File: config.mk
export PLATFORM = sky130hd
export DESIGN_NAME = vrpc_front
export DESIGN_NICKNAME = d
export VERILOG_FILES = /design/src/design/vrpc_pkg.sv /design/src/design/vrpc_front.sv
export SDC_FILE = /design/constraint.sdc
export NUM_CORES = 2
export LEC_CHECK = 0
export BUFFER_PORTS_ARGS = -buffer_cell sky130_fd_sc_hd__buf_2
export CORE_MARGIN = 1.5
export CORE_UTILIZATION = 55
export CTS_BUF_LIST = sky130_fd_sc_hd__clkbuf_16
export DETAILED_ROUTE_END_ITERATION = 7
export PLACE_DENSITY = 0.73
export SETUP_SLACK_MARGIN = 0.2
export SLEW_MARGIN = 20
export SYNTH_ARGS = -nofsm -noshare
export SYNTH_HDL_FRONTEND = slang
export SYNTH_SLANG_ARGS = --single-unit
File: constraint.sdc
create_clock -name clk -period 11.43 [get_ports clk]
set_input_delay 1.143 -clock clk [delete_from_list [all_inputs] [get_ports clk]]
set_output_delay 1.143 -clock clk [all_outputs]
set_load 0.01 [all_outputs]
File: src/design/vrpc_pkg.sv
// ----------------------------------------------------------------------------
// vrpc_pkg
// Shared types, constants and fixed-point helpers for the vertex rotate,
// project and clip block.
// ----------------------------------------------------------------------------
package vrpc_pkg;

	localparam logic signed [23:0] MAX24 = 24'sh7FFFFF;
	localparam logic signed [23:0] MIN24 = 24'sh800000;

	typedef enum logic [2:0] {
		REG_COS_X = 3'd0,
		REG_SIN_X = 3'd1,
		REG_COS_Y = 3'd2,
		REG_SIN_Y = 3'd3,
		REG_COS_Z = 3'd4,
		REG_SIN_Z = 3'd5,
		REG_EYE   = 3'd6
	} reg_idx_t;

	typedef enum logic [1:0] {
		FE_IDLE,
		FE_MUL,
		FE_PUSH
	} fe_state_t;

	typedef enum logic [2:0] {
		BE_IDLE,
		BE_MUL,
		BE_INIT,
		BE_DIV,
		BE_FIN
	} be_state_t;

	typedef struct packed {
		logic signed [23:0] px;
		logic signed [23:0] py;
		logic signed [23:0] rz;
		logic signed [23:0] min_z;
		logic        [19:0] tri_num;
		logic               last;
		logic               fend;
	} job_t;

	// round half up after >>14, add offset, saturate to 24 bits
	function automatic logic signed [23:0] rnd_sat(input logic signed [41:0] v,
	                                               input logic signed [25:0] off);
		logic signed [41:0] t;
		logic signed [27:0] s;
		logic signed [28:0] u;
		t = v + 42'sd8192;
		s = t[41:14];
		u = {s[27], s} + {{3{off[25]}}, off};
		if (u > 29'sd8388607)
			return MAX24;
		else if (u < -29'sd8388608)
			return MIN24;
		else
			return u[23:0];
	endfunction

endpackage

File: src/design/vrpc_front.sv
// ----------------------------------------------------------------------------
// vrpc_front
// Accepts vertices, rotates them on one shared multiplier, tracks triangle
// bookkeeping and queues projection jobs.
// ----------------------------------------------------------------------------
module vrpc_front #(
	parameter int SCREEN_W      = 1920,
	parameter int SCREEN_H      = 1000,
	parameter int MAX_TRIANGLES = 1048576
) (
	input  logic                 clk,
	input  logic                 arst_n,
	input  logic                 push,
	output logic                 full,
	input  logic signed [23:0]   vx,
	input  logic signed [23:0]   vy,
	input  logic signed [23:0]   vz,
	input  logic                 frame_end,
	input  logic signed [15:0]   cos_x,
	input  logic signed [15:0]   sin_x,
	input  logic signed [15:0]   cos_y,
	input  logic signed [15:0]   sin_y,
	input  logic signed [15:0]   cos_z,
	input  logic signed [15:0]   sin_z,
	input  logic                 q_full,
	output logic                 q_push,
	output vrpc_pkg::job_t       q_data
);

	localparam int TW = (MAX_TRIANGLES > 1) ? $clog2(MAX_TRIANGLES) : 1;
	localparam logic signed [25:0] OFF_X = 26'((SCREEN_W / 4) * 256);
	localparam logic signed [25:0] OFF_Y = 26'((SCREEN_H / 4) * 256);

	vrpc_pkg::fe_state_t state_q, state_d;
	logic [3:0]          step_q;
	logic signed [23:0]  vx_q, vy_q, vz_q;
	logic                fend_q;
	logic signed [39:0]  prod_q, acc_q;
	logic signed [23:0]  ry_q, rz_q, rx_q, px_q, py_q;
	logic [1:0]          corner_q;
	logic signed [23:0]  min_q;
	logic [TW-1:0]       cnt_q;

	logic signed [23:0]  opa;
	logic signed [15:0]  opb;
	logic                neg;
	logic signed [39:0]  mul;
	logic signed [41:0]  sum;
	logic signed [25:0]  off;
	logic signed [23:0]  rs;
	logic signed [23:0]  base_min, new_min;
	logic                last;
	logic [24:0]         cnt_ext;

	always_comb begin
		opa = vy_q;
		opb = cos_x;
		neg = 1'b0;
		case (step_q)
			4'd0: begin opa = vy_q; opb = cos_x; end
			4'd1: begin opa = vz_q; opb = sin_x; neg = 1'b1; end
			4'd2: begin opa = vy_q; opb = sin_x; end
			4'd3: begin opa = vz_q; opb = cos_x; end
			4'd4: begin opa = vx_q; opb = cos_y; end
			4'd5: begin opa = rz_q; opb = sin_y; end
			4'd6: begin opa = vx_q; opb = sin_y; neg = 1'b1; end
			4'd7: begin opa = rz_q; opb = cos_y; end
			4'd8: begin opa = rx_q; opb = cos_z; end
			4'd9: begin opa = ry_q; opb = sin_z; neg = 1'b1; end
			4'd10: begin opa = rx_q; opb = sin_z; end
			4'd11: begin opa = ry_q; opb = cos_z; end
			default: begin opa = vy_q; opb = cos_x; end
		endcase
		mul = 40'(opa * opb);
		sum = {{2{acc_q[39]}}, acc_q} + {{2{prod_q[39]}}, prod_q};
		case (step_q)
			4'd10:   off = OFF_X;
			4'd12:   off = OFF_Y;
			default: off = 26'sd0;
		endcase
		rs = vrpc_pkg::rnd_sat(sum, off);
	end

	always_comb begin
		base_min = (corner_q == 2'd0) ? vrpc_pkg::MAX24 : min_q;
		new_min  = (rz_q < base_min) ? rz_q : base_min;
		last     = (corner_q == 2'd2);
		cnt_ext  = 25'(cnt_q);
		q_data.px      = px_q;
		q_data.py      = py_q;
		q_data.rz      = rz_q;
		q_data.min_z   = new_min;
		q_data.tri_num = cnt_ext[19:0];
		q_data.last    = last;
		q_data.fend    = fend_q;
	end

	always_comb begin
		state_d = state_q;
		full    = (state_q != vrpc_pkg::FE_IDLE);
		q_push  = 1'b0;
		case (state_q)
			vrpc_pkg::FE_IDLE: begin
				if (push)
					state_d = vrpc_pkg::FE_MUL;
			end
			vrpc_pkg::FE_MUL: begin
				if (step_q == 4'd12)
					state_d = vrpc_pkg::FE_PUSH;
			end
			vrpc_pkg::FE_PUSH: begin
				if (!q_full) begin
					q_push  = 1'b1;
					state_d = vrpc_pkg::FE_IDLE;
				end
			end
			default: state_d = vrpc_pkg::FE_IDLE;
		endcase
	end

	always_ff @(posedge clk or negedge arst_n) begin
		if (!arst_n) begin
			state_q  <= vrpc_pkg::FE_IDLE;
			step_q   <= 4'd0;
			corner_q <= 2'd0;
			min_q    <= vrpc_pkg::MAX24;
			cnt_q    <= '0;
		end else begin
			state_q <= state_d;
			if (state_q == vrpc_pkg::FE_IDLE)
				step_q <= 4'd0;
			else if (state_q == vrpc_pkg::FE_MUL)
				step_q <= step_q + 4'd1;
			if (q_push) begin
				if (fend_q) begin
					corner_q <= 2'd0;
					min_q    <= vrpc_pkg::MAX24;
					cnt_q    <= '0;
				end else if (last) begin
					corner_q <= 2'd0;
					min_q    <= vrpc_pkg::MAX24;
					if (32'(cnt_q) >= MAX_TRIANGLES - 1)
						cnt_q <= '0;
					else
						cnt_q <= cnt_q + TW'(1);
				end else begin
					corner_q <= corner_q + 2'd1;
					min_q    <= new_min;
				end
			end
		end
	end

	always_ff @(posedge clk) begin
		if (state_q == vrpc_pkg::FE_IDLE && push) begin
			vx_q   <= vx;
			vy_q   <= vy;
			vz_q   <= vz;
			fend_q <= frame_end;
		end
		if (state_q == vrpc_pkg::FE_MUL) begin
			prod_q <= neg ? -mul : mul;
			if (step_q[0])
				acc_q <= prod_q;
			case (step_q)
				4'd2:  ry_q <= rs;
				4'd4:  rz_q <= rs;
				4'd6:  rx_q <= rs;
				4'd8:  rz_q <= rs;
				4'd10: px_q <= rs;
				4'd12: py_q <= rs;
				default: ;
			endcase
		end
	end

endmodule

== Word-level counts from Yosys, hierarchy flattened ==
Cells that the tools add are included.

* Flip-flop bits (word level): 325
* Bits in latches: 0
* RAM bits: 0
* Bits in read-only memories: 0
* Bits of input ports: 173
* Output and inout port bits: 120
* Word-level logic and storage cells: 96
* Memories: 0

* Add/sub/neg operators: 7
* Multipliers: 1
* Divide/modulo/power cells: 0
* Magnitude comparators: 4
* Equality and inequality tests: 18
* Shift-type cells: 0
* Multiplexer cells: 24
* Bitwise logic cells: 0
* Reductions and logical operators: 26

{| class="wikitable"
|+ Operators by type and width
! operator !! number
|-
| $mux W24 || 6
|-
| $pmux W24 S5 || 1
|-
| $pmux W16 S5 || 1
|-
| $mux W20 || 3
|-
| $add A41 B15 Y42 const B || 1
|-
| $add A40 B40 Y41 || 1
|-
| $mul A24 B16 Y40 || 1
|-
| $mux W40 || 1
|-
| $neg A40 Y40 || 1
|-
| $pmux W17 S2 || 1
|-
| $add A28 B18 Y29 || 1
|-
| $gt A29 B24 Y1 const B || 1
|-
| $lt A29 B24 Y1 const B || 1
|-
| $lt A24 B24 Y1 || 1
|-
| $reduce_or A2 Y1 || 11
|-
| $add A20 B1 Y20 const B || 1
|-
| $eq A4 B4 Y1 const B || 5
|-
| $ge A20 B20 Y1 const B || 1
|-
| $eq A4 B3 Y1 const B || 4
|-
| $reduce_and A2 Y1 || 7
|-
| $mux W2 || 5
|-
| $eq A4 B2 Y1 const B || 2
|-
| $mux W4 || 2
|-
| $ne A2 B2 Y1 const B || 3
|-
| other kinds (12) || 18
|}

== Logic depth before layout (Yosys ltp) ==
* Word-level depth: 6
* Mapped depth: 35
* Gate-level depth less buffers: 32

== Least setup slack after synthesis ==
Ideal clock, no wire load.

* Kind: reg2reg
* Start: register step_q[0]
* End: register prod_q[39] (data pin)
* Library setup time: 0.260 ns
* Arrival time: 9.216 ns
* Path slack: 1.954 ns
* Cell stages (with the launch flop): 34
* Path buffers: 5
* Clock period less this slack: 9.476 ns
* Path through: dfrtp_1 > inv_1 > ha_1 > o22ai_1 > a22o_1 > clkbuf_1 > clkbuf_1 > clkbuf_1 > a2111oi_0 > nor2_1 > fa_1 > inv_1 > fa_1 > fa_1 > inv_1 > fa_1 > fa_1 > inv_1 > fa_1 > inv_1 > ha_1 > clkbuf_1 > and3_1 > clkbuf_1 > and3_1 > a22o_1 > nor2b_1 > o31a_1 > or3_1 > a221oi_2 > o2111ai_1 > a211oi_2 > a41oi_2 > xnor2_1

* Longest elaborated chain between the ends: 6
* Elaborated cells on any way between the ends: 28
* Those cells by class: add/sub: 1; mul: 1; eq/ne: 11; mux: 4; reduce/logical: 11

{| class="wikitable"
|+ RTL lines
! item !! line !! RTL
|-
| start, declared || vrpc_front.sv:35 || <nowiki>logic [3:0] step_q;</nowiki>
|-
| start signal, assigned || vrpc_front.sv:133 || <nowiki>step_q <= step_q + 4'd1;</nowiki>
|-
| $eq A4 B4 Y1 (tied with other cells) || vrpc_front.sv:59 || <nowiki>case (step_q)</nowiki>
|-
| $reduce_or A2 Y1 (no source line) || n/a ||
|-
| $pmux W24 S5 / $pmux W16 S5 (equally long branches) || vrpc_front.sv:59 ||
|-
| $mul A24 B16 Y40 || vrpc_front.sv:74 || <nowiki>mul = 40'(opa * opb);</nowiki>
|-
| $neg A40 Y40 || vrpc_front.sv:162 || <nowiki>prod_q <= neg ? -mul : mul;</nowiki>
|-
| $mux W40 (*) || vrpc_front.sv:162 ||
|-
| end signal, assigned || vrpc_front.sv:162 ||
|-
| end, declared || vrpc_front.sv:38 || <nowiki>logic signed [39:0] prod_q, acc_q;</nowiki>
|}

Mark *: on every way between the ends. The rest lies on a longest branch, timed or not.
A chain may end at the register's enable or synchronous reset.

== Worst setup path in the final report ==
* Start: register step_q[0]
* End: register prod_q[38] (data pin)

The elaborated chain is that of the path after synthesis.

==> reports/results.ini <==
[clocking]
cts.root.buffer_cell=clkbuf_16
cts_buffers=31
cts_sinks=325
cts_setup_buffers=0
clock_insertion_delay_worst_skew_ns=0.59
cts_resized=0
hold_buffers=0
ctsHtreeMaxLevel=1
cts.path.max_buffers=3
tritoncts=built
cts.reportedPaths.clkPinSlew_ns=0.07

[sta]
worst_clock_skew_ns=0.0191
measured_slew_at_the_worst_slew_check_pin_ns=1.10
unrepaired_setup_endpoints_after_global_routing=no
setup-violations-final=0
max_freq_mhz=94.7
postLayoutSetupSlackWorst_ns=0.875
final_critical_path_required_period_ns=10.56
timing.final.max_slew_violations=0
post-route-period-util_pct=92.3
hold_vio_cnt_final=0
fin_setup_tns_ns=0
slew_headroom_pct=26.7

[critical_path]
r2r.worst_path.cells=29
r2r_setup_slk_ns=0.87
timing.critical_path.to_type=flip-flop
worst-path-buf-inv=5
timing.setup.critical_path_class=flip-flop to flip-flop
worst-path-max-fanout=19
start_kind=flip-flop
worstPathArrival_ns=10.86
worst_path_dominant_cell_family=adder cells
max_stage_delay_ns=0.87
reg2reg_from=step_q[0]
critical_path.reg2reg.endpoint=prod_q[38]
timing.critical_path.slowest_stage_cell=a22o_1
path_common_cell=fa_1
crit_required_ns=11.74

[drt]
drc_errors=0
ant_nets=0
detailroute.via_count=25700
drc_violation_total_after_the_first_tritonroute_iteration=2690
wl_per_cell_um=22.8
vias_per_cell=6.05
wl_um=96700
drt-pass1-iter-count=6

[logic_synthesis]
yosysUniqueCellTypes=104
synth_area_um2=32000
yosysSeqAreaShare_pct=29.8
post_synth_inst_count=3199
synth-edff-count=273
syn_nets=3959
synth_top_flop_cell=edfxtp_1
synth.avg_cell_area_um2=10.0
postSynthRegisterBits=325
async_reset_ff_share_pct=16.0
synth.top_cells.by_area=edfxtp_1 (26%), fa_1 (23%), ha_1 (8.3%), inv_1 (5.8%), nor2_1 (4.2%)
yosysTopAreaCell=edfxtp_1
yosys.area.top_type_share_pct=25.6
yosysWarnings=0

[placed_design]
gpl.final_weighted_congestion=0.989
post-place-ws_ns=1.16
port_buffers=292
hpwlAfterDp_um=76900
postPlaceCellArea_um2=34600

[global_routing]
maximum_number_of_pins_on_one_net_before_global_route_repair=75
antenna_found_initial=6
grt_util_all_layers_pct=33.0
grt.busiest_layer=met2
vias_in_the_first_global_route=25600
global_route.overflow_total=0
grt.met3_usage_pct=5.51
first_pass_grt_wire_length_um=150000
grt_use_met1_pct=45.0
met2_routing_resource_usage_after_global_routing_pct=51.7

[die]
rows=88
start_util_pct=55.5
floorplan.die.width_um=244
fp.dieH_um=244
core_area_um2=57600
die_area_um2=59600
num_io_pins=293

[outcome]
status=completed

[layout]
register_area_um2=9530
final_layout_size_suffix_gt1_share_pct=15.5
nNetsFinal=4208
layout-area-overhead-vs-synth_pct=11.4
finalInstanceArea_um2=35600
n_fill_cell=4775
utilization_pct=61.9
multiInputGateArea_um2=20300

[worst_hold_path]
worst_hold_path.endpoint=acc_q[0]
worstHoldPathType=flip-flop to flip-flop
min_delay_path_depth=0
timing.hold.worst.start=prod_q[0]

[run]
total_of_max_cap_violations=0

==> registers in the layout, indices dropped and copies added (netlist names) <==
name	flops
acc_q	40
cnt_q	20
corner_q	2
fend_q	1
min_q	24
prod_q	40
px_q	24
py_q	24
rx_q	24
ry_q	24
rz_q	24
state_q	2
step_q	4
vx_q	24
vy_q	24
vz_q	24
==> metrics by stage <==
| stage | cells | hold WS [ns] |
|---|---|---|
| floorplan | 3199 | 0.426 |
| global placement | 4179 | 0.431 |
| detailed placement | 4180 | 0.441 |
| CTS | 4238 | 0.460 |
| global route | 4238 | 0.478 |
| finish | 4243 | 0.461 |
==> logic make-up (layout without fill, tap and decap cells) <==
kind of cell / after synthesis / after routing / synth area share [%]
AND/OR/NAND/NOR: 930 / 930 / 13.1
buffers and inverters: 631 / 905 / 7.68
AO/OA/AOI/OAI: 601 / 601 / 14.2
adder cells (fa/ha/maj): 587 / 587 / 31.7
flip-flops: 325 / 325 / 29.8
XOR/XNOR: 116 / 116 / 3.18
multiplexers: 9 / 9 / 0.297
other: 0 / 5 / 0
==> synth_stat cells, types with 25 or more instances <==
cell type and number:
a311oi_1 25, xor2_1 43, clkbuf_1 105, nor3_1 50
dfrtp_1 29, nand2_1 297, nand2b_1 26, and2_1 34
ha_1 213, a21o_1 33, a21oi_1 114, o21ai_0 63
nor2_1 354, edfxtp_1 273, nand3_1 42, fa_1 374
xnor2_1 73, a22o_1 53, inv_1 498, a2111oi_0 27
==> area by class of cell <==
type,instances,share of cell area [%]
tap,765,2.69
antenna,5,0.0351
sequential,325,26.7
timing repair buffer,348,5.32
multi-input combinational,2243,57.1
clock inverter,26,0.618
inverter,499,5.26
clock buffer,32,2.25
==> worst max path at each step <==
stage | start | end | slack (ns) | depth (start not counted)
3_5_place_dp | step_q[0] | prod_q[38] | 1.16 | 31
6_report | step_q[0] | prod_q[38] | 0.87 | 29
3_3_place_gp | step_q[2] | prod_q[39] | 1.31 | 29
4_1_cts | step_q[0] | prod_q[38] | 1.12 | 31
5_1_grt | step_q[0] | prod_q[38] | 0.31 | 29
2_1_floorplan | step_q[0] | prod_q[39] | 1.95 | 33
==> cell usage in the layout, fill, tap and decap left out, types with 63 or more instances in the layout <==
cell,n
ha_1,213
fa_1,374
xnor2_1,73
o21ai_0,63
inv_1,505
nand2_1,297
edfxtp_1,273
a21oi_1,108
nor2_1,345
buf_2,292
==> metal layers <==
metal / wire length, um / vias up
li1: - / 11400
met2: 43100 / 1361
met3: 9320 / 235
met5: 46 / -
met4: 5240 / 6
met1: 39100 / 12700
==> worst reg2reg max path, delay by kind of cell, from the launching register on <==
| kind | cells | cell delay, ns |
|---|---|---|
| fa+ha+maj | 8 | 3.83 |
| flops | 1 | 0.43 |
| compound gates | 9 | 3.42 |
| buf+inv | 5 | 0.63 |
| xor+xnor | 1 | 0.20 |
| simple gates | 6 | 1.76 |
Power is left out: the tool's default activity adds up to more than one toggle a clock period on the data nets, which glitch-free logic cannot reach.
