`config.mk`:
```
export PLATFORM = sky130hd
export DESIGN_NAME = vrpc_back
export DESIGN_NICKNAME = d
export VERILOG_FILES = /design/src/design/vrpc_pkg.sv /design/src/design/vrpc_back.sv
export SDC_FILE = /design/constraint.sdc
export NUM_CORES = 2
export LEC_CHECK = 0
export ABC_AREA = 1
export BUFFER_PORTS_ARGS = -buffer_cell sky130_fd_sc_hd__buf_4
export CAP_MARGIN = 20
export CELL_PAD_IN_SITES_DETAIL_PLACEMENT = 0
export CELL_PAD_IN_SITES_GLOBAL_PLACEMENT = 2
export CORE_MARGIN = 2
export CORE_UTILIZATION = 35
export DETAILED_ROUTE_END_ITERATION = 10
export GPL_ROUTABILITY_DRIVEN = 0
export PLACE_DENSITY_LB_ADDON = 0.1
export SLEW_MARGIN = 25
export SYNTH_ARGS = -nofsm -noshare
export SYNTH_HDL_FRONTEND = slang
export SYNTH_SLANG_ARGS = --single-unit
```
`constraint.sdc`:
```
create_clock -name clk -period 8.1 [get_ports clk]
set_input_delay 0.405 -clock clk [delete_from_list [all_inputs] [get_ports clk]]
set_output_delay 0.405 -clock clk [all_outputs]
set_load 0.005 [all_outputs]
```
`src/design/vrpc_pkg.sv`:
```
// ----------------------------------------------------------------------------
// vrpc_pkg
// Shared types, constants and fixed-point helpers for the vertex rotate,
// project and clip block.
// ----------------------------------------------------------------------------
package vrpc_pkg;

	localparam logic signed [23:0] MAX24 = 24'sh7FFFFF;
	localparam logic signed [23:0] MIN24 = 24'sh800000;

	typedef enum logic [2:0] {
		REG_COS_X = 3'd0,
		REG_SIN_X = 3'd1,
		REG_COS_Y = 3'd2,
		REG_SIN_Y = 3'd3,
		REG_COS_Z = 3'd4,
		REG_SIN_Z = 3'd5,
		REG_EYE   = 3'd6
	} reg_idx_t;

	typedef enum logic [1:0] {
		FE_IDLE,
		FE_MUL,
		FE_PUSH
	} fe_state_t;

	typedef enum logic [2:0] {
		BE_IDLE,
		BE_MUL,
		BE_INIT,
		BE_DIV,
		BE_FIN
	} be_state_t;

	typedef struct packed {
		logic signed [23:0] px;
		logic signed [23:0] py;
		logic signed [23:0] rz;
		logic signed [23:0] min_z;
		logic        [19:0] tri_num;
		logic               last;
		logic               fend;
	} job_t;

	// round half up after >>14, add offset, saturate to 24 bits
	function automatic logic signed [23:0] rnd_sat(input logic signed [41:0] v,
	                                               input logic signed [25:0] off);
		logic signed [41:0] t;
		logic signed [27:0] s;
		logic signed [28:0] u;
		t = v + 42'sd8192;
		s = t[41:14];
		u = {s[27], s} + {{3{off[25]}}, off};
		if (u > 29'sd8388607)
			return MAX24;
		else if (u < -29'sd8388608)
			return MIN24;
		else
			return u[23:0];
	endfunction

endpackage

```
`src/design/vrpc_back.sv`:
```
// ----------------------------------------------------------------------------
// vrpc_back
// Perspective divide, screen offset, clip test and result register.
// ----------------------------------------------------------------------------
module vrpc_back #(
	parameter int SCREEN_W = 1920,
	parameter int SCREEN_H = 1000
) (
	input  logic               clk,
	input  logic               arst_n,
	input  logic               q_empty,
	input  vrpc_pkg::job_t     q_data,
	output logic               q_pop,
	input  logic signed [15:0] eye_depth,
	output logic               empty,
	input  logic               pop,
	output logic signed [23:0] screen_x,
	output logic signed [23:0] screen_y,
	output logic signed [23:0] depth_z,
	output logic               culled,
	output logic signed [23:0] tri_min_depth,
	output logic        [19:0] tri_number,
	output logic               tri_last,
	output logic               frame_last
);

	localparam logic signed [27:0] OFF_X = 28'(400 * 256);
	localparam logic signed [27:0] OFF_Y = 28'((SCREEN_H / 3) * 256);
	localparam logic signed [23:0] XMAX  = 24'((SCREEN_W - 1) * 256);
	localparam logic signed [23:0] YMAX  = 24'((SCREEN_H - 1) * 256);

	vrpc_pkg::be_state_t state_q, state_d;
	vrpc_pkg::job_t      job_q;
	logic signed [24:0]  d_q;
	logic [23:0]         dm_q;
	logic [46:0]         nx_q, ny_q;
	logic                sgx_q, sgy_q, ovx_q, ovy_q;
	logic [23:0]         rx_q, ry_q;
	logic [24:0]         qx_q, qy_q;
	logic [4:0]          bit_q;
	logic                ov_q;

	logic signed [23:0]  eye256;
	logic signed [24:0]  d_new;
	logic                cull0;
	logic signed [39:0]  px_e, py_e;
	logic [39:0]         ax, ay;
	logic [24:0]         tx, ty;
	logic [25:0]         mx, my;
	logic signed [27:0]  vxs, vys;
	logic signed [23:0]  sxo, syo;
	logic                out_free;

	function automatic logic signed [23:0] sat28(input logic signed [27:0] v);
		if (v > 28'sd8388607)
			return vrpc_pkg::MAX24;
		else if (v < -28'sd8388608)
			return vrpc_pkg::MIN24;
		else
			return v[23:0];
	endfunction

	always_comb begin
		eye256 = {eye_depth, 8'h00};
		d_new  = {eye256[23], eye256} - {q_data.rz[23], q_data.rz};
		cull0  = (q_data.min_z < eye256) || (d_new == 25'sd0);
		px_e   = 40'(job_q.px * eye_depth);
		py_e   = 40'(job_q.py * eye_depth);
		ax     = px_e[39] ? 40'(-px_e) : px_e;
		ay     = py_e[39] ? 40'(-py_e) : py_e;
		tx     = {rx_q, nx_q[{1'b0, bit_q}]};
		ty     = {ry_q, ny_q[{1'b0, bit_q}]};
		mx     = ovx_q ? 26'h2000000 : {1'b0, qx_q};
		my     = ovy_q ? 26'h2000000 : {1'b0, qy_q};
		vxs    = (sgx_q ? -{2'b00, mx} : {2'b00, mx}) + OFF_X;
		vys    = (sgy_q ? -{2'b00, my} : {2'b00, my}) + OFF_Y;
		sxo    = sat28(vxs);
		syo    = sat28(vys);
		out_free = empty || pop;
	end

	always_comb begin
		state_d = state_q;
		q_pop   = 1'b0;
		case (state_q)
			vrpc_pkg::BE_IDLE: begin
				if (!q_empty && out_free) begin
					q_pop = 1'b1;
					if (!cull0)
						state_d = vrpc_pkg::BE_MUL;
				end
			end
			vrpc_pkg::BE_MUL:  state_d = vrpc_pkg::BE_INIT;
			vrpc_pkg::BE_INIT: state_d = vrpc_pkg::BE_DIV;
			vrpc_pkg::BE_DIV: begin
				if (bit_q == 5'd0)
					state_d = vrpc_pkg::BE_FIN;
			end
			vrpc_pkg::BE_FIN: begin
				if (out_free)
					state_d = vrpc_pkg::BE_IDLE;
			end
			default: state_d = vrpc_pkg::BE_IDLE;
		endcase
	end

	always_ff @(posedge clk or negedge arst_n) begin
		if (!arst_n) begin
			state_q <= vrpc_pkg::BE_IDLE;
			ov_q    <= 1'b0;
		end else begin
			state_q <= state_d;
			if (state_q == vrpc_pkg::BE_IDLE && q_pop && cull0)
				ov_q <= 1'b1;
			else if (state_q == vrpc_pkg::BE_FIN && out_free)
				ov_q <= 1'b1;
			else if (pop)
				ov_q <= 1'b0;
		end
	end

	assign empty = !ov_q;

	always_ff @(posedge clk) begin
		case (state_q)
			vrpc_pkg::BE_IDLE: begin
				job_q <= q_data;
				d_q   <= d_new;
				if (q_pop && cull0) begin
					screen_x      <= 24'sd0;
					screen_y      <= 24'sd0;
					culled        <= 1'b1;
					depth_z       <= q_data.rz;
					tri_min_depth <= q_data.min_z;
					tri_number    <= q_data.tri_num;
					tri_last      <= q_data.last;
					frame_last    <= q_data.fend;
				end
			end
			vrpc_pkg::BE_MUL: begin
				nx_q  <= {ax[38:0], 8'h00};
				ny_q  <= {ay[38:0], 8'h00};
				sgx_q <= px_e[39] ^ d_q[24];
				sgy_q <= py_e[39] ^ d_q[24];
				dm_q  <= d_q[24] ? 24'(-d_q) : d_q[23:0];
			end
			vrpc_pkg::BE_INIT: begin
				ovx_q <= {2'b00, nx_q[46:25]} >= dm_q;
				ovy_q <= {2'b00, ny_q[46:25]} >= dm_q;
				rx_q  <= {2'b00, nx_q[46:25]};
				ry_q  <= {2'b00, ny_q[46:25]};
				bit_q <= 5'd24;
			end
			vrpc_pkg::BE_DIV: begin
				if (tx >= {1'b0, dm_q}) begin
					rx_q        <= 24'(tx - {1'b0, dm_q});
					qx_q[bit_q] <= 1'b1;
				end else begin
					rx_q        <= tx[23:0];
					qx_q[bit_q] <= 1'b0;
				end
				if (ty >= {1'b0, dm_q}) begin
					ry_q        <= 24'(ty - {1'b0, dm_q});
					qy_q[bit_q] <= 1'b1;
				end else begin
					ry_q        <= ty[23:0];
					qy_q[bit_q] <= 1'b0;
				end
				bit_q <= bit_q - 5'd1;
			end
			vrpc_pkg::BE_FIN: begin
				if (out_free) begin
					screen_x      <= sxo;
					screen_y      <= syo;
					culled        <= (sxo < 24'sd0) || (sxo > XMAX) ||
					                 (syo < 24'sd0) || (syo > YMAX);
					depth_z       <= job_q.rz;
					tri_min_depth <= job_q.min_z;
					tri_number    <= job_q.tri_num;
					tri_last      <= job_q.last;
					frame_last    <= job_q.fend;
				end
			end
			default: ;
		endcase
	end

endmodule

```
* Word-level counts from Yosys, hierarchy flattened *
Index checks and enable logic that the tools add are counted.

cells by class
  order comparisons = 16
  shift-type cells = 0
  add/subtract/negate cells = 11
  mux-type cells = 57
  divide/modulo/power cells = 0
  reductions and logical operators = 21
  multipliers = 2
  bitwise gates (word level) = 7
  eq/ne operators = 9

operators by type and width
  operator                                                          count
  two-way mux 24 bit                                                14
  case mux 24 bit (2 select lines)                                  6
  multiplier 24 x 16 -> 40 bit                                      2
  two-way mux 39 bit                                                2
  negation 39 bit                                                   2
  adder 28 x 17 -> 28 bit (second input constant)                   2
  greater-than comparator 28 x 24 -> 1 bit (second input constant)  2
  less-than comparator 28 x 24 -> 1 bit (second input constant)     2
  two-way mux 28 bit                                                2
  negation 26 -> 28 bit                                             2
  two-way mux 26 bit                                                2
  AND 25 bit                                                        2
  greater-or-equal comparator 25 x 24 -> 1 bit                      2
  two-way mux 25 bit                                                2
  OR 25 bit                                                         2
  greater-or-equal comparator 22 x 24 -> 1 bit                      2
  less-than comparator 24 x 1 -> 1 bit (second input constant)      2
  subtractor 24 bit                                                 2
  two-way mux 20 bit                                                2
  case mux 20 bit (2 select lines)                                  1
  zero test 25 bit                                                  1
  NOT 25 bit                                                        1
  subtractor 24 x 24 -> 25 bit                                      1
  greater-than comparator 24 x 19 -> 1 bit (second input constant)  1
  other kinds (29)                                                  64

word-level totals
  input bits = 138
  latch bits = 0
  memory bits (read-only) = 0
  bits in registers = 475
  memory bits (writable) = 0
  output and inout port bits = 121
  memories = 0
  word-level logic and storage cells = 153

* Depth between registers and ports, before layout *
  depth in word-level cells = 13
  depth in mapped cells = 39
  gate-level depth less buffers = 37

* Least setup slack after synthesis *
No wires, ideal clock.

  path type = input to register
  start = in q_data[55] (netlist name)
  end = reg culled (enable)
  library setup time = 637 ps
  required time = 7463 ps
  buffers on the path = 0
  path slack = -685 ps
  data arrival time = 8148 ps
  stages = 17
  cells stage by stage = inv_1 > ha_1 > a21oi_1 > a21boi_0 > o21ai_0 > a21boi_0 > o21ai_0 > nand2_1 > nand2_1 > xor2_1 > nor2_1 > nand3_1 > nor2_1 > nand2_1 > nand2_1 > nand2_1 > a21oi_1

between the ends
  cells in the longest elaborated chain, start to end = 6

RTL lines
  element                                   RTL line          source
  start: declaration                        vrpc_back.sv:12   input vrpc_pkg::job_t q_data,
  subtractor 24 x 24 -> 25 bit              vrpc_back.sv:65   d_new = {eye256[23], eye256} - {q_data.rz[23], q_data.rz};
  via d_new[18]                             vrpc_back.sv:44   logic signed [24:0] d_new;
  zero test 25 bit                          vrpc_back.sv:66   cull0 = (q_data.min_z < eye256) || (d_new == 25'sd0);
  logical OR 1 bit                          vrpc_back.sv:66
  logical AND 1 bit                         vrpc_back.sv:129  if (q_pop && cull0) begin
  inequality test 2 x 1 -> 1 bit (no line)  -
  AND reduction 3 bit (no line)             -
  end signal: assignment                    vrpc_back.sv:175  culled <= (sxo < 24'sd0) || (sxo > XMAX) ||
  end: declaration                          vrpc_back.sv:20   output logic culled,

The timed path passes the listed nets, and every way through them passes these cells.
A chain may end at the register's enable or synchronous reset.

* Final worst setup path *
  start = reg job_q[78] (netlist name)
  end = reg ny_q[46] (data pin)

between the ends
  cells in the longest elaborated chain, start to end = 3

RTL lines
  element                         RTL line          source
  start: declaration              vrpc_back.sv:33   vrpc_pkg::job_t job_q;
  start signal: assignment        vrpc_back.sv:127  job_q <= q_data;
  multiplier 24 x 16 -> 40 bit *  vrpc_back.sv:68   py_e = 40'(job_q.py * eye_depth);
  negation 39 bit                 vrpc_back.sv:70   ay = py_e[39] ? 40'(-py_e) : py_e;
  two-way mux 39 bit *            vrpc_back.sv:70
  via ay[38]                      vrpc_back.sv:47   logic [39:0] ax, ay;
  end signal: assignment          vrpc_back.sv:142  ny_q <= {ay[38:0], 8'h00};
  end: declaration                vrpc_back.sv:36   logic [46:0] nx_q, ny_q;

The timed path passes the listed nets; every way through them passes the cells marked *.

==> summary.md <==
| Metric | Value |
|---|---|
| Status | `complete, no violations` |
| HPWL Detailed | `150,000 um` |
| Bufs on Longest Clock Path | `3` |
| Core Util, Final | `0.408` |
| Initial DRC count | `2,808` |
| Htree depth | `2` |
| Detail Route Antenna Nets | `0` |
| Die Y | `406 um` |
| Sequential-to-total area share from yosys stat | `0.252` |
| Largest stage delay on the critical path | `0.66 ns` |
| DIE AREA | `approximately 160,000 um^2` |
| Num rows | `147` |
| CTS tree | `done` |
| Clk_lat worst skew | `0.70 ns` |
| DIE WIDTH | `406 um` |
| Minimum clock period | `7.71 ns` |
| Post-synth EDFFs | `470` |
| Worst r2r src | `job_q[78]` |
| R2r setup slk | `around 0.4 ns` |
| Hold path cells | `4` |
| Number of buffers created by CTS | `61` |
| Fillers | `16,582` |
| Worst-path maximum fanout | `7` |
| CP max-delay cell | `edfxtp_1` |
| Unique masters post-synth | `63` |
| CP arrival | `8.16 ns` |
| IO Pins | `259` |
| Area after DPL | `~62,000 um^2` |
| Net count, final | `8,436` |
| Rel. slew slack | `0.348` |
| Pre-CTS setup slack | `-0.239 ns` |
| #FFs+latches synth | `474` |
| Root buffer selected by CTS | `clkbuf_16` |
| Design area | `65,500 um^2` |
| DR vias | `~44,000` |
| Area Growth Syn to Fin | `16.0%` |
| Starting Density | `0.352` |
| Routed wire length | `around 190,000 um` |
| Clock sinks | `474` |
| Area of the multi-input gates | `35,400 um^2` |
| DRT Pass-1 Iters | `7` |
| Max Clk Rate | `between 100 and 150 MHz` |
| Hold_sp | `q_empty` |
| Core Area | `160,000 um^2` |
| Critical Path Most Common Cell | `nand2_1` |
| Vias in the first global route | `46,222` |
| Clock slew seen by the registers of the worst setup and hold paths | `about 0.080 ns` |
| Vias per cell | `4.71` |
| GRT overflow | `0` |
| Placed cells | `9,135` |
| Global-route wire length before repair | `287,000 um` |
| Worst hold path type | `in -> reg` |
| Final worst setup slack | `0.393 ns` |
| Capturing element type of the critical path | `register` |
| Share of layout cells above drive strength 1 | `0.0979` |
| Syn Inst Count | `6,780` |
| Syn Nets | `8,000` |
| GR Util All Layers | `0.231` |
| Largest net degree at the start of global routing | `111` |
| Register Area | `~14,000 um^2` |
| Main synth FF type | `edfxtp_1` |
| RSZ-0062 raised after global routing | `false` |
| Post-Syn Area | `56,400 um^2` |
| Worst Max-Slew Pin Slew | `0.978 ns` |
| Worst setup SP type | `register` |
| Max-cap violations | `0` |
| Avg Cell Area, Syn | `around 8.3 um^2` |
| Clock skew | `0.0199 ns` |
| Final Non-Filler Cells | `9,427` |
| Residual DRC | `0` |
| Wire length per cell | `around 20 um` |
| Hold endpoint | `ov_q` |
| Final Max Slew Viols | `0` |
| YS warnings | `0` |
| FF-to-FF path depth | `33` |
| Kind of critical path | `reg -> reg` |
| Post-synth ARST share | `0.00844` |
| Fin. Hold Viols | `0` |
| Port buffer count | `258` |
| Tcrit/Tclk final | `0.951` |
| Antenna violations before repair | `4` |
| Worst r2r dst | `ny_q[46]` |
| Final setup vio count | `0` |
| Req. time, crit path | `between 8 and 9 ns` |
==> Yosys cell counts, types with 28 or more instances <==
cell      instances  share of area
fa_1            750           0.27
inv_1          1552           0.10
nand2_2          28         0.0031
xor2_1          159          0.025
nor2_1          447          0.030
nand2_1        1665           0.11
clkbuf_1        199          0.013
xnor2_1         105          0.016
nor3_1           36         0.0032
ha_1            332          0.074
edfxtp_1        470           0.25
a21oi_1         271          0.024
nand4_1          70         0.0078
nand3_1         152          0.013
o21ai_0         235          0.021
==> cell families after synthesis <==
kind of cell             Yosys count  share of synthesized area
adder cells (fa/ha/maj)         1082                      0.340
flip-flops                       474                      0.252
buffers and inverters           1805                      0.122
AO/OA/AOI/OAI                    649                     0.0634
XOR/XNOR                         266                     0.0415
AND/OR/NAND/NOR                 2504                      0.182
==> how the worst max path moves through the flow <==
stage	start	to	slack [ns]	depth (start not counted)
after floorplan	state_q[2]	state_q[0]	0.40	7
after global placement	eye_depth[9]	nx_q[38]	-0.37	30
after detailed placement	eye_depth[9]	nx_q[38]	-0.24	30
after CTS	job_q[101]	nx_q[38]	0.02	29
after global routing	job_q[88]	ny_q[46]	0.01	32
final	job_q[78]	ny_q[46]	0.39	33
==> layout by cell type (no fill, tap or decap), types with 7 or more instances in the layout <==
cell / Yosys / routed
nand4_1: 70 / 70
clkinv_2: 0 / 13
nor4_1: 25 / 25
inv_2: 9 / 10
o21ai_0: 235 / 235
o21bai_1: 10 / 10
a21boi_0: 10 / 10
xnor2_1: 105 / 105
or2_2: 24 / 24
o21ai_2: 7 / 7
o211ai_1: 11 / 11
a211oi_1: 8 / 8
nand2_2: 28 / 29
nand2_1: 1665 / 1662
fa_1: 750 / 750
o21a_1: 15 / 15
inv_1: 1552 / 1550
a31oi_1: 12 / 12
xor2_1: 159 / 159
dlygate4sd3_1: 0 / 121
ha_1: 332 / 332
clkinv_1: 1 / 9
buf_12: 0 / 24
nor3_1: 36 / 35
nor3b_1: 9 / 9
o31ai_1: 7 / 7
o21ai_1: 23 / 23
a21oi_1: 271 / 270
nor2_2: 11 / 13
nand2_4: 6 / 8
nand3_1: 152 / 151
nand3b_1: 10 / 10
clkbuf_16: 0 / 62
nor2_1: 447 / 443
o22ai_1: 9 / 9
edfxtp_1: 470 / 470
buf_4: 5 / 471
inv_6: 0 / 7
==> layout make-up <==
| cell class | count | area share |
|---|---|---|
| Tap cell | 2160 | 0.0413 |
| Clock buffer | 68 | 0.0240 |
| Multi-Input combinational cell | 4501 | 0.541 |
| Timing Repair Buffer | 616 | 0.0799 |
| Inverter | 1562 | 0.0896 |
| Clock inverter | 45 | 0.00705 |
| Antenna cell | 1 | 0.0000382 |
| Sequential cell | 474 | 0.217 |
==> repair_timing <==
action | 4_1_cts | 5_1_grt
hold buffers | 121 | 0
endpoints found under the hold margin | 164 | 0
resized for setup | 0 | 2
endpoints found under the setup margin | 1 | 33
setup buffers | 8 | 49
==> layer usage <==
metal	global-route usage	up-vias	wire [um]
met4	0.0509	2	4020
li1	-	21548	-
met1	0.321	21801	87000
met5	0	-	7
met3	0.0297	177	8310
met2	0.384	893	88500
==> metrics by stage <==
stage	TNS, ns	hold WS, ns
2_1_floorplan	0	0.109
3_5_place_dp	-0.407	0.211
3_3_place_gp	-1.00	0.209
5_1_grt	0	0.119
6_report	0	0.144
4_1_cts	0	0.0662
==> critical path: cells and delay by family, from the launching register on <==
kind	cells	cell delay, ns
AO/OA/AOI/OAI	2	0.54
buffers and inverters	6	0.56
adder cells (fa/ha/maj)	7	3.62
flip-flops	1	0.66
AND/OR/NAND/NOR	18	2.02
Power is not shown: default switching activity piles up to over one toggle a cycle in this logic, so the estimate is an artifact.
