[src/design/vrpc_pkg.sv]
// ----------------------------------------------------------------------------
// vrpc_pkg
// Shared types, constants and fixed-point helpers for the vertex rotate,
// project and clip block.
// ----------------------------------------------------------------------------
package vrpc_pkg;

	localparam logic signed [23:0] MAX24 = 24'sh7FFFFF;
	localparam logic signed [23:0] MIN24 = 24'sh800000;

	typedef enum logic [2:0] {
		REG_COS_X = 3'd0,
		REG_SIN_X = 3'd1,
		REG_COS_Y = 3'd2,
		REG_SIN_Y = 3'd3,
		REG_COS_Z = 3'd4,
		REG_SIN_Z = 3'd5,
		REG_EYE   = 3'd6
	} reg_idx_t;

	typedef enum logic [1:0] {
		FE_IDLE,
		FE_MUL,
		FE_PUSH
	} fe_state_t;

	typedef enum logic [2:0] {
		BE_IDLE,
		BE_MUL,
		BE_INIT,
		BE_DIV,
		BE_FIN
	} be_state_t;

	typedef struct packed {
		logic signed [23:0] px;
		logic signed [23:0] py;
		logic signed [23:0] rz;
		logic signed [23:0] min_z;
		logic        [19:0] tri_num;
		logic               last;
		logic               fend;
	} job_t;

	// round half up after >>14, add offset, saturate to 24 bits
	function automatic logic signed [23:0] rnd_sat(input logic signed [41:0] v,
	                                               input logic signed [25:0] off);
		logic signed [41:0] t;
		logic signed [27:0] s;
		logic signed [28:0] u;
		t = v + 42'sd8192;
		s = t[41:14];
		u = {s[27], s} + {{3{off[25]}}, off};
		if (u > 29'sd8388607)
			return MAX24;
		else if (u < -29'sd8388608)
			return MIN24;
		else
			return u[23:0];
	endfunction

endpackage

[src/design/vrpc_queue.sv]
// ----------------------------------------------------------------------------
// vrpc_queue
// Two-entry job queue between the rotation front and the projection back.
// ----------------------------------------------------------------------------
module vrpc_queue (
	input  logic           clk,
	input  logic           arst_n,
	input  logic           wr,
	input  vrpc_pkg::job_t wdata,
	output logic           full,
	input  logic           rd,
	output vrpc_pkg::job_t rdata,
	output logic           empty
);

	vrpc_pkg::job_t mem_q [2];
	logic           wp_q, rp_q;
	logic [1:0]     cnt_q;

	assign full  = (cnt_q == 2'd2);
	assign empty = (cnt_q == 2'd0);
	assign rdata = mem_q[rp_q];

	always_ff @(posedge clk or negedge arst_n) begin
		if (!arst_n) begin
			wp_q  <= 1'b0;
			rp_q  <= 1'b0;
			cnt_q <= 2'd0;
		end else begin
			if (wr)
				wp_q <= ~wp_q;
			if (rd)
				rp_q <= ~rp_q;
			cnt_q <= cnt_q + {1'b0, wr} - {1'b0, rd};
		end
	end

	always_ff @(posedge clk) begin
		if (wr)
			mem_q[wp_q] <= wdata;
	end

endmodule

[config.mk]
export PLATFORM = sky130hd
export DESIGN_NAME = vrpc_queue
export DESIGN_NICKNAME = d
export VERILOG_FILES = /design/src/design/vrpc_pkg.sv /design/src/design/vrpc_queue.sv
export SDC_FILE = /design/constraint.sdc
export NUM_CORES = 1
export LEC_CHECK = 0
export ABC_AREA = 1
export BUFFER_PORTS_ARGS = -buffer_cell sky130_fd_sc_hd__buf_2
export CAP_MARGIN = 0
export CORE_MARGIN = 2
export CORE_UTILIZATION = 35
export DETAILED_ROUTE_END_ITERATION = 7
export GPL_TIMING_DRIVEN = 0
export PLACE_DENSITY = 0.63
export SYNTH_ARGS = -nofsm -noshare
export SYNTH_HDL_FRONTEND = slang
export SYNTH_SLANG_ARGS = --single-unit
export TNS_END_PERCENT = 1
[constraint.sdc]
create_clock -name clk -period 14.08 [get_ports clk]
set_input_delay 0.704 -clock clk [delete_from_list [all_inputs] [get_ports clk]]
set_output_delay 0.704 -clock clk [all_outputs]
set_load 0.005 [all_outputs]
Yosys cells after proc, flatten, opt, wreduce, memory -nomap -nowiden. Memory sizes are Yosys's and may differ from the RTL's. Cells that the tools add are included.

Multiplexer cells: 2. Reduce and logical (&&, ||, !) cells: 1. Bitwise operators: 2. Eq/ne operators: 1. Add/sub/neg operators: 2.

Operators by type and width (count): $add A2 B1 Y2 (1); $eq A2 B2 Y1 const B (1); $logic_not A2 Y1 (1); $mux W1 (2); $not A1 Y1 (2); $sub A2 B1 Y2 (1).

Memories kept: 1. Output and inout bits: 120. Input bits: 122. Bits in registers: 4. Word-level logic and storage cells: 12. Bits in writable memories: 236.

Memories: mem_q (depth 2, width 118, rd ports 1, clocked after memory_dff 0, wr ports 1, RTL line vrpc_queue.sv:16) `vrpc_pkg::job_t mem_q [2];`.

Depth between registers and ports, before layout. Gate-level depths: netlist (run 1).

Depth after elaboration: 2. Gate-level depth with buffers: 7. Depth with buffers taken out: 7.

Worst setup path after synthesis (run 1). No wires, ideal clock.

Path type: input to register. Start: input port wr. End: memory mem_q[0][0] in the netlist's numbering (enable). Arrival: 5.681 ns. Path buffers: 0. Library setup time: 0.600 ns. Required time: 13.480 ns. Path slack: 7.800 ns. Cell stages on the path: 2. Cells stage by stage: inv_1 -> nor2_1.

Cells in the longest elaborated chain, start to end: 2.

Ends and longest elaborated chain: start, declared (RTL line vrpc_queue.sv:8) `input logic wr,`; $mux W1 (RTL line vrpc_queue.sv:39) `if (wr)`; $mux W1 (not written as such) (RTL line vrpc_queue.sv:40) `mem_q[wp_q] <= wdata;`; end, declared (RTL line vrpc_queue.sv:16).

No other way between the ends.

==> impl_metrics.tcl, run 1 <==
set metrics [dict create \
    rows 58 \
    p_leak_uw 0.00492 \
    slowest_delay_ns 0.35 \
    crit_arrival_ns 1.85 \
    critPathCaptureType "primary output" \
    status "finished, final reports clean" \
    hold_viol_final 0 \
    rsz0062_at_grt "no" \
    synth_compound_area_frac 0.0663 \
    drt_pre_antenna_iters 4 \
    setup_tns_ns 0 \
    clk_path_buf_depth 3 \
    drc 0 \
    synthTopCellsByArea "edfxtp_1 (80%), o21ai_0 (6.6%), inv_1 (5.3%)" \
    dp_hpwl_mm 13.2 \
    setup_violations 0 \
    die_width_um 164 \
    area_growth_pct 28.9 \
    final_core_util 0.457 \
    initial_utilization 0.355 \
    fmax_mhz 391 \
    worstSetupPathType "reg -> out" \
    viasPerCell 4.36 \
    critPathSlowestCell "dfrtp_1" \
    grt_max_degree 62 \
    power_per_cell_area_nw_per_um2 196 \
    required_ns 13.38 \
    synth_top_family_by_area "buffers and inverters" \
    async_flop_share 0.0167 \
    gp_congestion 0.716 \
    grt-ovfl-total 0 \
    synthCells 641 \
    peakVddDrop_uv 139 \
    synth.top_cells.by_count "edfxtp_1 (236), inv_1 (125), nand2_1 (124)" \
    fillerInstances 2274 \
    coreArea_sq_um 25100 \
    grt_pass1_wl_mm 28.4 \
    synth_top_cell_by_area "edfxtp_1" \
    wl_mm 19.4 \
    wl_per_cell_um 15.3 \
    min_path_type "in -> reg" \
    synth-adder-area-share 0.00281 \
    cp-start-kind "flip-flop" \
    first_global_vias 5282 \
    ios 242 \
    clk_latency_ns 0.51 \
    cts_tree "yes" \
    synth_seq_cells 240 \
    cp_max_fo 10 \
    yosys_most_used_dff "edfxtp_1" \
    die_area_sq_um 26700 \
    seq_area_frac_synth 0.807 \
    slew_headroom 0.595 \
    crit_family "buffers and inverters" \
    slew_violations 0 \
    cts-resized-gates 0 \
    ys.warnings.count 0 \
    die_y_um 164 \
    antenna_found_initial 4 \
    first_iter_violations 242 \
    synth_edf_count 236 \
    ant_nets 0 \
    netlist_area_sq_um 8910 \
    ys_types 11 \
    syn-num-nets 765 \
    layout.nets 1040 \
    tightest_slew_ns 0.608 \
    num_vias 5534 \
    synth-simple-area-share 0.0541 \
    drive_gt1_frac 0.334 \
    critPathBufInv 3 \
    crit_chain "buf_2, buf_2, nand2_1, o21ai_0, buf_2" \
    port_buffers 241 \
    finClkSkew_ns 0.0130 \
    synth-xor-area-share 0.00197 \
    root_buffer "clkbuf_16" \
    drv_cap 0 \
    cp_common_cell "buf_2" \
    multi_input_area_sq_um 1120 \
    grt_usage 0.138 \
    cts_buffers 26 \
    yosys.area.top_type_share 0.796 \
    syn_area_per_cell_sq_um 13.9 \
    cts_max_level 1 \
    regArea_sq_um 7190 \
    synthMuxAreaShare 0 \
    numClockSinks 240 \
    yosysMostFrequentCell "edfxtp_1" \
    path_clk_slew_ns 0.07 \
    fin_crit_sh 0.182 \
    period_needed_ns 2.56 \
]
power breakdown:
part | switching [uW] | total (uW) | internal (uW)
registers | 30.8 | 978 | 947
logic | 399 | 635 | 236
clock network | 261 | 638 | 377
state kept, by name, indices dropped and copies added (netlist names):
name,count
mem_q,236
rp_q,1
wp_q,1
cnt_q,2
through the flow:
| stage | instances | hold slack, ns | power (uW) | area [sq um] | setup slack, ns |
|---|---|---|---|---|---|
| after detailed placement | 1217 | 0.520 | 1650 | 10600 | 11.88 |
| final | 1269 | 0.369 | 2250 | 11500 | 11.52 |
| after global routing | 1266 | 0.341 | 2390 | 11500 | 11.36 |
| after global placement | 1212 | 0.475 | 1650 | 10500 | 4.44 |
| after CTS | 1266 | 0.339 | 2290 | 11500 | 11.44 |
| after floorplan | 641 | 0.408 | 1310 | 8910 | 7.80 |
cell type report:
cell class                      count  share of cell area
Timing Repair Buffer              247               0.115
Clock buffer                       39              0.0671
Clock inverter                      9             0.00447
Antenna cell                        3            0.000654
Sequential cell                   240               0.626
Tap cell                          330              0.0359
Multi-Input combinational cell    250              0.0977
Inverter                          125              0.0413
Buffer                             26              0.0120
timing repair:
action,4_1_cts,5_1_grt
hold buffers,1,0
buffers inserted,0,0
hold endpoints to repair,4,0
placed cells by master (no fill, tap or decap):
cell type / n
clkinv_1: 2
ha_1: 2
dfrtp_1: 4
nor2_1: 2
o21ai_0: 118
buf_2: 264
buf_16: 1
buf_4: 3
inv_6: 1
clkinv_2: 4
edfxtp_1: 236
nand3_1: 1
dlygate4sd3_1: 1
clkinvlp_4: 2
nand2_1: 124
clkbuf_8: 5
buf_12: 4
clkinv_4: 1
clkbuf_1: 7
xor2_1: 2
nor2_4: 1
clkbuf_16: 27
diode_2: 3
inv_1: 124
per-layer routing:
layer / share of wire / global-route usage
met2: 0.48 / 0.233
met4: 0.020 / 0.0347
met5: 0.0014 / 0
met1: 0.41 / 0.169
met3: 0.086 / 0.0503
cells by family after synthesis:
kind of cell / after synthesis
AOI/OAI and AO/OA: 118
buffers and inverters: 151
xor gates and xnor gates: 2
adders and majority gates: 2
DFF: 240
and+or+nand+nor: 128
worst reg2reg max path, cell delays in order, from the launching register on:
cell	delay, ns
dfrtp_1	0.42
nand2_1	0.14
inv_6	0.43
buf_16	0.35
path summary, 6_finish.rpt:
check | from | to | slack, ns | cells after the start
min | wdata[21] | mem_q[0][21] | 0.37 | 1
max reg2reg | wp_q | mem_q[1][34] | 12.30 | 3
max | rp_q | rdata[2] | 11.52 | 5
max in group asynchronous | arst_n | cnt_q[1] | 13.43 | 2
min in group asynchronous | arst_n | rp_q | 0.53 | 2
min reg2reg | wp_q | wp_q | 0.55 | 1
Note: power is estimated with default switching activity, not from simulation.
==> run 2: changes to the inputs <==
clock period = 2.45 ns   (was 14.08 ns; I/O delays follow)
==> impl_metrics.tcl, run 2 (same netlist as run 1, synthesis figures left out) <==
set metrics [dict create \
    clk_path_buf_depth 3 \
    cts_max_level 1 \
    gp_congestion 0.689 \
    wl_per_cell_um 14.8 \
    diodes 0 \
    grt_pass1_wl_mm 31.5 \
    slew_violations 0 \
    dp_cells 1219 \
    largest_register_ffs 236 \
    grt-ovfl-total 0 \
    cts_setup_buffers 0 \
    grt_max_degree 38 \
    coreArea_sq_um 25100 \
    viasPerCell 4.34 \
    cts_buffers 26 \
    wl_mm 20.5 \
    clk_latency_ns 0.52 \
    hp-start "wdata[108]" \
    first_global_vias 6098 \
    ios 242 \
    final_core_util 0.505 \
    die_width_um 164 \
    min_path_type "in -> reg" \
    required_ns 2.33 \
    p_leak_uw 0.00542 \
    cts-resized-gates 0 \
    numClockSinks 240 \
    crit_arrival_ns 1.88 \
    peakVddDrop_uv 710 \
    cp-start-kind "flip-flop" \
    drv_cap 0 \
    setup_violations 0 \
    antenna_found_initial 0 \
    layout.nets 1163 \
    regMostFlops "mem_q" \
    grt_usage 0.151 \
    worstSetupPathType "reg -> out" \
    area_growth_pct 42.4 \
    drt_pre_antenna_iters 4 \
    cp_max_fo 10 \
    layout_commonest_cell "buf_2" \
    rsz0062_at_grt "no" \
    startpoint "rp_q" \
    critPathCaptureType "primary output" \
    die_y_um 164 \
    dp_hpwl_mm 13.2 \
    port_buffers 241 \
    timing.rr.start "wp_q" \
    first_iter_violations 310 \
    power_per_cell_area_nw_per_um2 1030 \
    slew_headroom 0.416 \
    rows 58 \
    final_cells 1386 \
    drive_gt1_frac 0.293 \
    status "finished, final reports clean" \
    period_needed_ns 2.00 \
    final_cell_mix "buf_2 (264), edfxtp_1 (236), inv_1 (124)" \
    fin_crit_sh 0.816 \
    die_area_sq_um 26700 \
    finClkSkew_ns 0.0186 \
    cts_tree "yes" \
    fmax_mhz 500 \
    drc 0 \
    largestRegisters "mem_q: 236 flops, cnt_q: 2 flops" \
    cp_common_cell "buf_2" \
    critPathSlowestCell "buf_2" \
    initial_utilization 0.355 \
    crit_chain "buf_2, buf_2, nand2_1, o21ai_0, buf_2" \
    num_vias 6012 \
    hold_viol_final 0 \
    slowest_delay_ns 0.35 \
    root_buffer "clkbuf_16" \
    tightest_slew_ns 0.875 \
    path_clk_slew_ns 0.06 \
    setup_tns_ns 0 \
    ant_nets 0 \
]
==> run 2: what timing repair did <==
item,in CTS,in global routing
hold buffers,122,0
endpoints found under the hold margin,243,0
setup endpoints to repair,0,0
==> run 2: worst max-delay path, delay by kind of cell (launching register included) <==
family,cells,cell delay (ns)
AOI/OAI and AO/OA,1,0.10
buffers and inverters,3,0.82
DFF,1,0.34
and+or+nand+nor,1,0.08
==> run 2: final cells by class <==
cell class / count / area [sq um]
Fill cell: 2172 / 12400
Sequential cell: 240 / 7190
Timing Repair Buffer: 370 / 2570
Multi-Input combinational cell: 250 / 1120
Clock buffer: 36 / 709
Inverter: 125 / 473
Tap cell: 330 / 413
Buffer: 26 / 138
Clock inverter: 9 / 68.8
==> run 2: final timing paths <==
kind / to / slack [ns] / depth (start not counted)
setup / recovery: rdata[21] / 0.45 / 5
hold / removal: mem_q[1][108] / 0.33 / 2
setup reg to reg: mem_q[0][71] / 0.49 / 3
hold reg to reg: wp_q / 0.57 / 1
max in group asynchronous: rp_q / 1.78 / 3
min in group asynchronous: cnt_q[1] / 0.50 / 3
==> run 2: report_power, final <==
part           switching, uW  internal [uW]
Clock                   1470           2110
Sequential               181           5440
Combinational           2360           1520
==> run 2: stage by stage <==
step | instance area [sq um] | setup slack [ns] | hold WS, ns | power [uW]
6_report | 12700 | 0.452 | 0.325 | 13100
5_1_grt | 12700 | 0.319 | 0.305 | 13900
4_1_cts | 12700 | 0.361 | 0.296 | 13300
3_5_place_dp | 10700 | 0.459 | -0.0623 | 9500
3_3_place_gp | 10500 | -1.37 | -0.0650 | 9380
2_1_floorplan | 8920 | -0.174 | -0.173 | 7480
==> run 2: per-layer routing <==
metal / up-vias / track usage / share of wire
met1: 2814 / 0.180 / 0.40
met4: 0 / 0.0355 / 0.016
met5: - / 0 / 0
li1: 2960 / - / -
met2: 209 / 0.264 / 0.49
met3: 29 / 0.0488 / 0.090
==> run 3: changes to the inputs <==
PLACE_DENSITY = 0.65   (was 0.63)
clock period = 1.6 ns   (was 2.45 ns; I/O delays follow)
==> impl_metrics.tcl, run 3 (same netlist as run 1, synthesis figures left out) <==
set metrics [dict create \
    status "finished, violations left" \
    violations "setup timing" \
    r2r_cells 4 \
    setup_ws_ns -0.176 \
    p_sw_frac 0.315 \
    setup_violations 143 \
    final_cells 1397 \
    critPathBufInv 4 \
    crit_end "rdata[15]" \
    power_frac_comb 0.354 \
    path_depth 6 \
    first_iter_violations 385 \
    final_area_sq_um 13200 \
    drive_gt1_frac 0.353 \
    slew_violations 0 \
    root_buffer "clkbuf_16" \
    regMostFlops "mem_q" \
    worstSetupPathType "reg -> out" \
    startpoint "rp_q" \
    die_area_sq_um 26700 \
    die_y_um 164 \
    rsz0062_at_grt "yes" \
    fin_crit_sh 1.11 \
    drt_pre_antenna_iters 4 \
    first_global_vias 6282 \
    initial_utilization 0.355 \
    crit_arrival_ns 1.70 \
    largestRegisters "mem_q: 236 flops, cnt_q: 2 flops" \
    timing.hold.ws_ns 0.285 \
    crit_chain "buf_12, buf_16, buf_8, nand2_2, o21ai_1, buf_2" \
    required_ns 1.52 \
    grt_max_degree 40 \
    largest_register_ffs 236 \
    peakVddDrop_uv 1050 \
    cts_buffers 26 \
    drc 0 \
    hp-start "wdata[4]" \
    num_vias 6248 \
    critPathSlowestCell "dfrtp_2" \
    period_needed_ns 1.78 \
    dp_cells 1219 \
    path_clk_slew_ns 0.06 \
    r2r_setup_slack_ns -0.11 \
    crit_family "buffers and inverters" \
    die_width_um 164 \
    wl_mm 22.0 \
    hold_viol_final 0 \
    area_growth_pct 48.3 \
    viasPerCell 4.47 \
    layout_commonest_cell "buf_2" \
    cp-start-kind "flip-flop" \
    diodes 0 \
    cp_max_fo 6 \
    rr_endpoint "mem_q[1][30]" \
    ant_nets 0 \
    power_per_cell_area_nw_per_um2 1640 \
    grt-ovfl-total 0 \
    min_path_type "in -> reg" \
    gp_congestion 0.709 \
    setup_tns_ns -17.18 \
    final_cell_mix "buf_2 (241), edfxtp_1 (236), inv_1 (124)" \
    slew_headroom 0.634 \
    numClockSinks 240 \
    cts_max_level 1 \
    p_sw_uw 6830 \
    p_int_uw 14900 \
    port_buffers 241 \
    slowest_delay_ns 0.46 \
    p_clk_frac 0.246 \
    coreArea_sq_um 25100 \
    seqPwrFrac 0.399 \
    p_leak_uw 0.00561 \
    timing.rr.start "wp_q" \
    final_core_util 0.526 \
    ios 242 \
    cts_tree "yes" \
    place_area_sq_um 10700 \
    antenna_found_initial 0 \
    clk_latency_ns 0.52 \
    drv_cap 0 \
    layout.nets 1172 \
    dp_hpwl_mm 13.5 \
    holdPathStages 2 \
    grt_usage 0.161 \
    rows 58 \
    grt_pass1_wl_mm 33.2 \
    tightest_slew_ns 0.547 \
    fmax_mhz 563 \
    wl_per_cell_um 15.7 \
    critPathCaptureType "primary output" \
    finClkSkew_ns 0.00472 \
    clk_path_buf_depth 3 \
]
-- run 3: changes by cell type in the layout (fill, tap and decap cells not counted), sizes merged --
| cell | change |
|---|---|
| clkinvlp | +1 |
| buf | +7 |
| clkinv | +4 |
| bufinv | -1 |
-- run 3: worst min-delay path by stage --
stage | end | slack, ns
after floorplan | cnt_q[0] | -0.22
after global routing | mem_q[0][49] | 0.27
after CTS | mem_q[0][27] | 0.26
after global placement | cnt_q[0] | -0.11
final | mem_q[0][4] | 0.29
after detailed placement | cnt_q[0] | -0.11
-- run 3: layout make-up --
| type | instances | area, sq um |
|---|---|---|
| Fill cell | 2135 | 11900 |
| Sequential cell | 240 | 7190 |
| Timing Repair Buffer | 378 | 2800 |
| Multi-Input combinational cell | 250 | 1310 |
| Clock buffer | 35 | 706 |
| Inverter | 125 | 473 |
| Tap cell | 330 | 413 |
| Buffer | 26 | 263 |
| Clock inverter | 12 | 50.0 |
| Timing Repair inverter | 1 | 5.00 |
-- run 3: timing repair --
action / in CTS / in global routing
setup buffers: 1 / 0
hold buffers: 122 / 0
endpoints found under the hold margin: 243 / 0
resized for setup: 83 / 129
endpoints found under the setup margin: 217 / 207
cloned: 8 / 0
pin swaps: 1 / 9
-- run 3: stage by stage --
stage / power [uW] / worst slack [ns]
finish: 21700 / -0.176
detailed placement: 14600 / -0.280
floorplan: 11500 / -1.02
global placement: 14400 / -2.19
CTS: 21400 / -0.198
global route: 23000 / -0.235
-- run 3: worst register-to-register path: stages (launching register included) --
cell	delay, ns
dfrtp_2	0.44
nand2_2	0.13
clkinvlp_4	0.34
buf_12	0.31
buf_12	0.21
-- run 3: layer usage --
metal  track usage  up-vias  wire, um
met3        0.0460       45      1660
li1              -     2997         -
met4        0.0435        0       615
met1         0.192     2992      8730
met5             0        -         0
met2         0.285      214     11000
-- run 3: power groups by stage --
| stage | clock [uW] | sequential [uW] | combinational (uW) |
|---|---|---|---|
| after CTS | 5460 | 8640 | 7290 |
| final | 5340 | 8670 | 7690 |
| after global routing | 5710 | 8770 | 8490 |
| after global placement | 0 | 8840 | 5520 |
| after floorplan | 0 | 8760 | 2700 |
| after detailed placement | 0 | 8740 | 5820 |
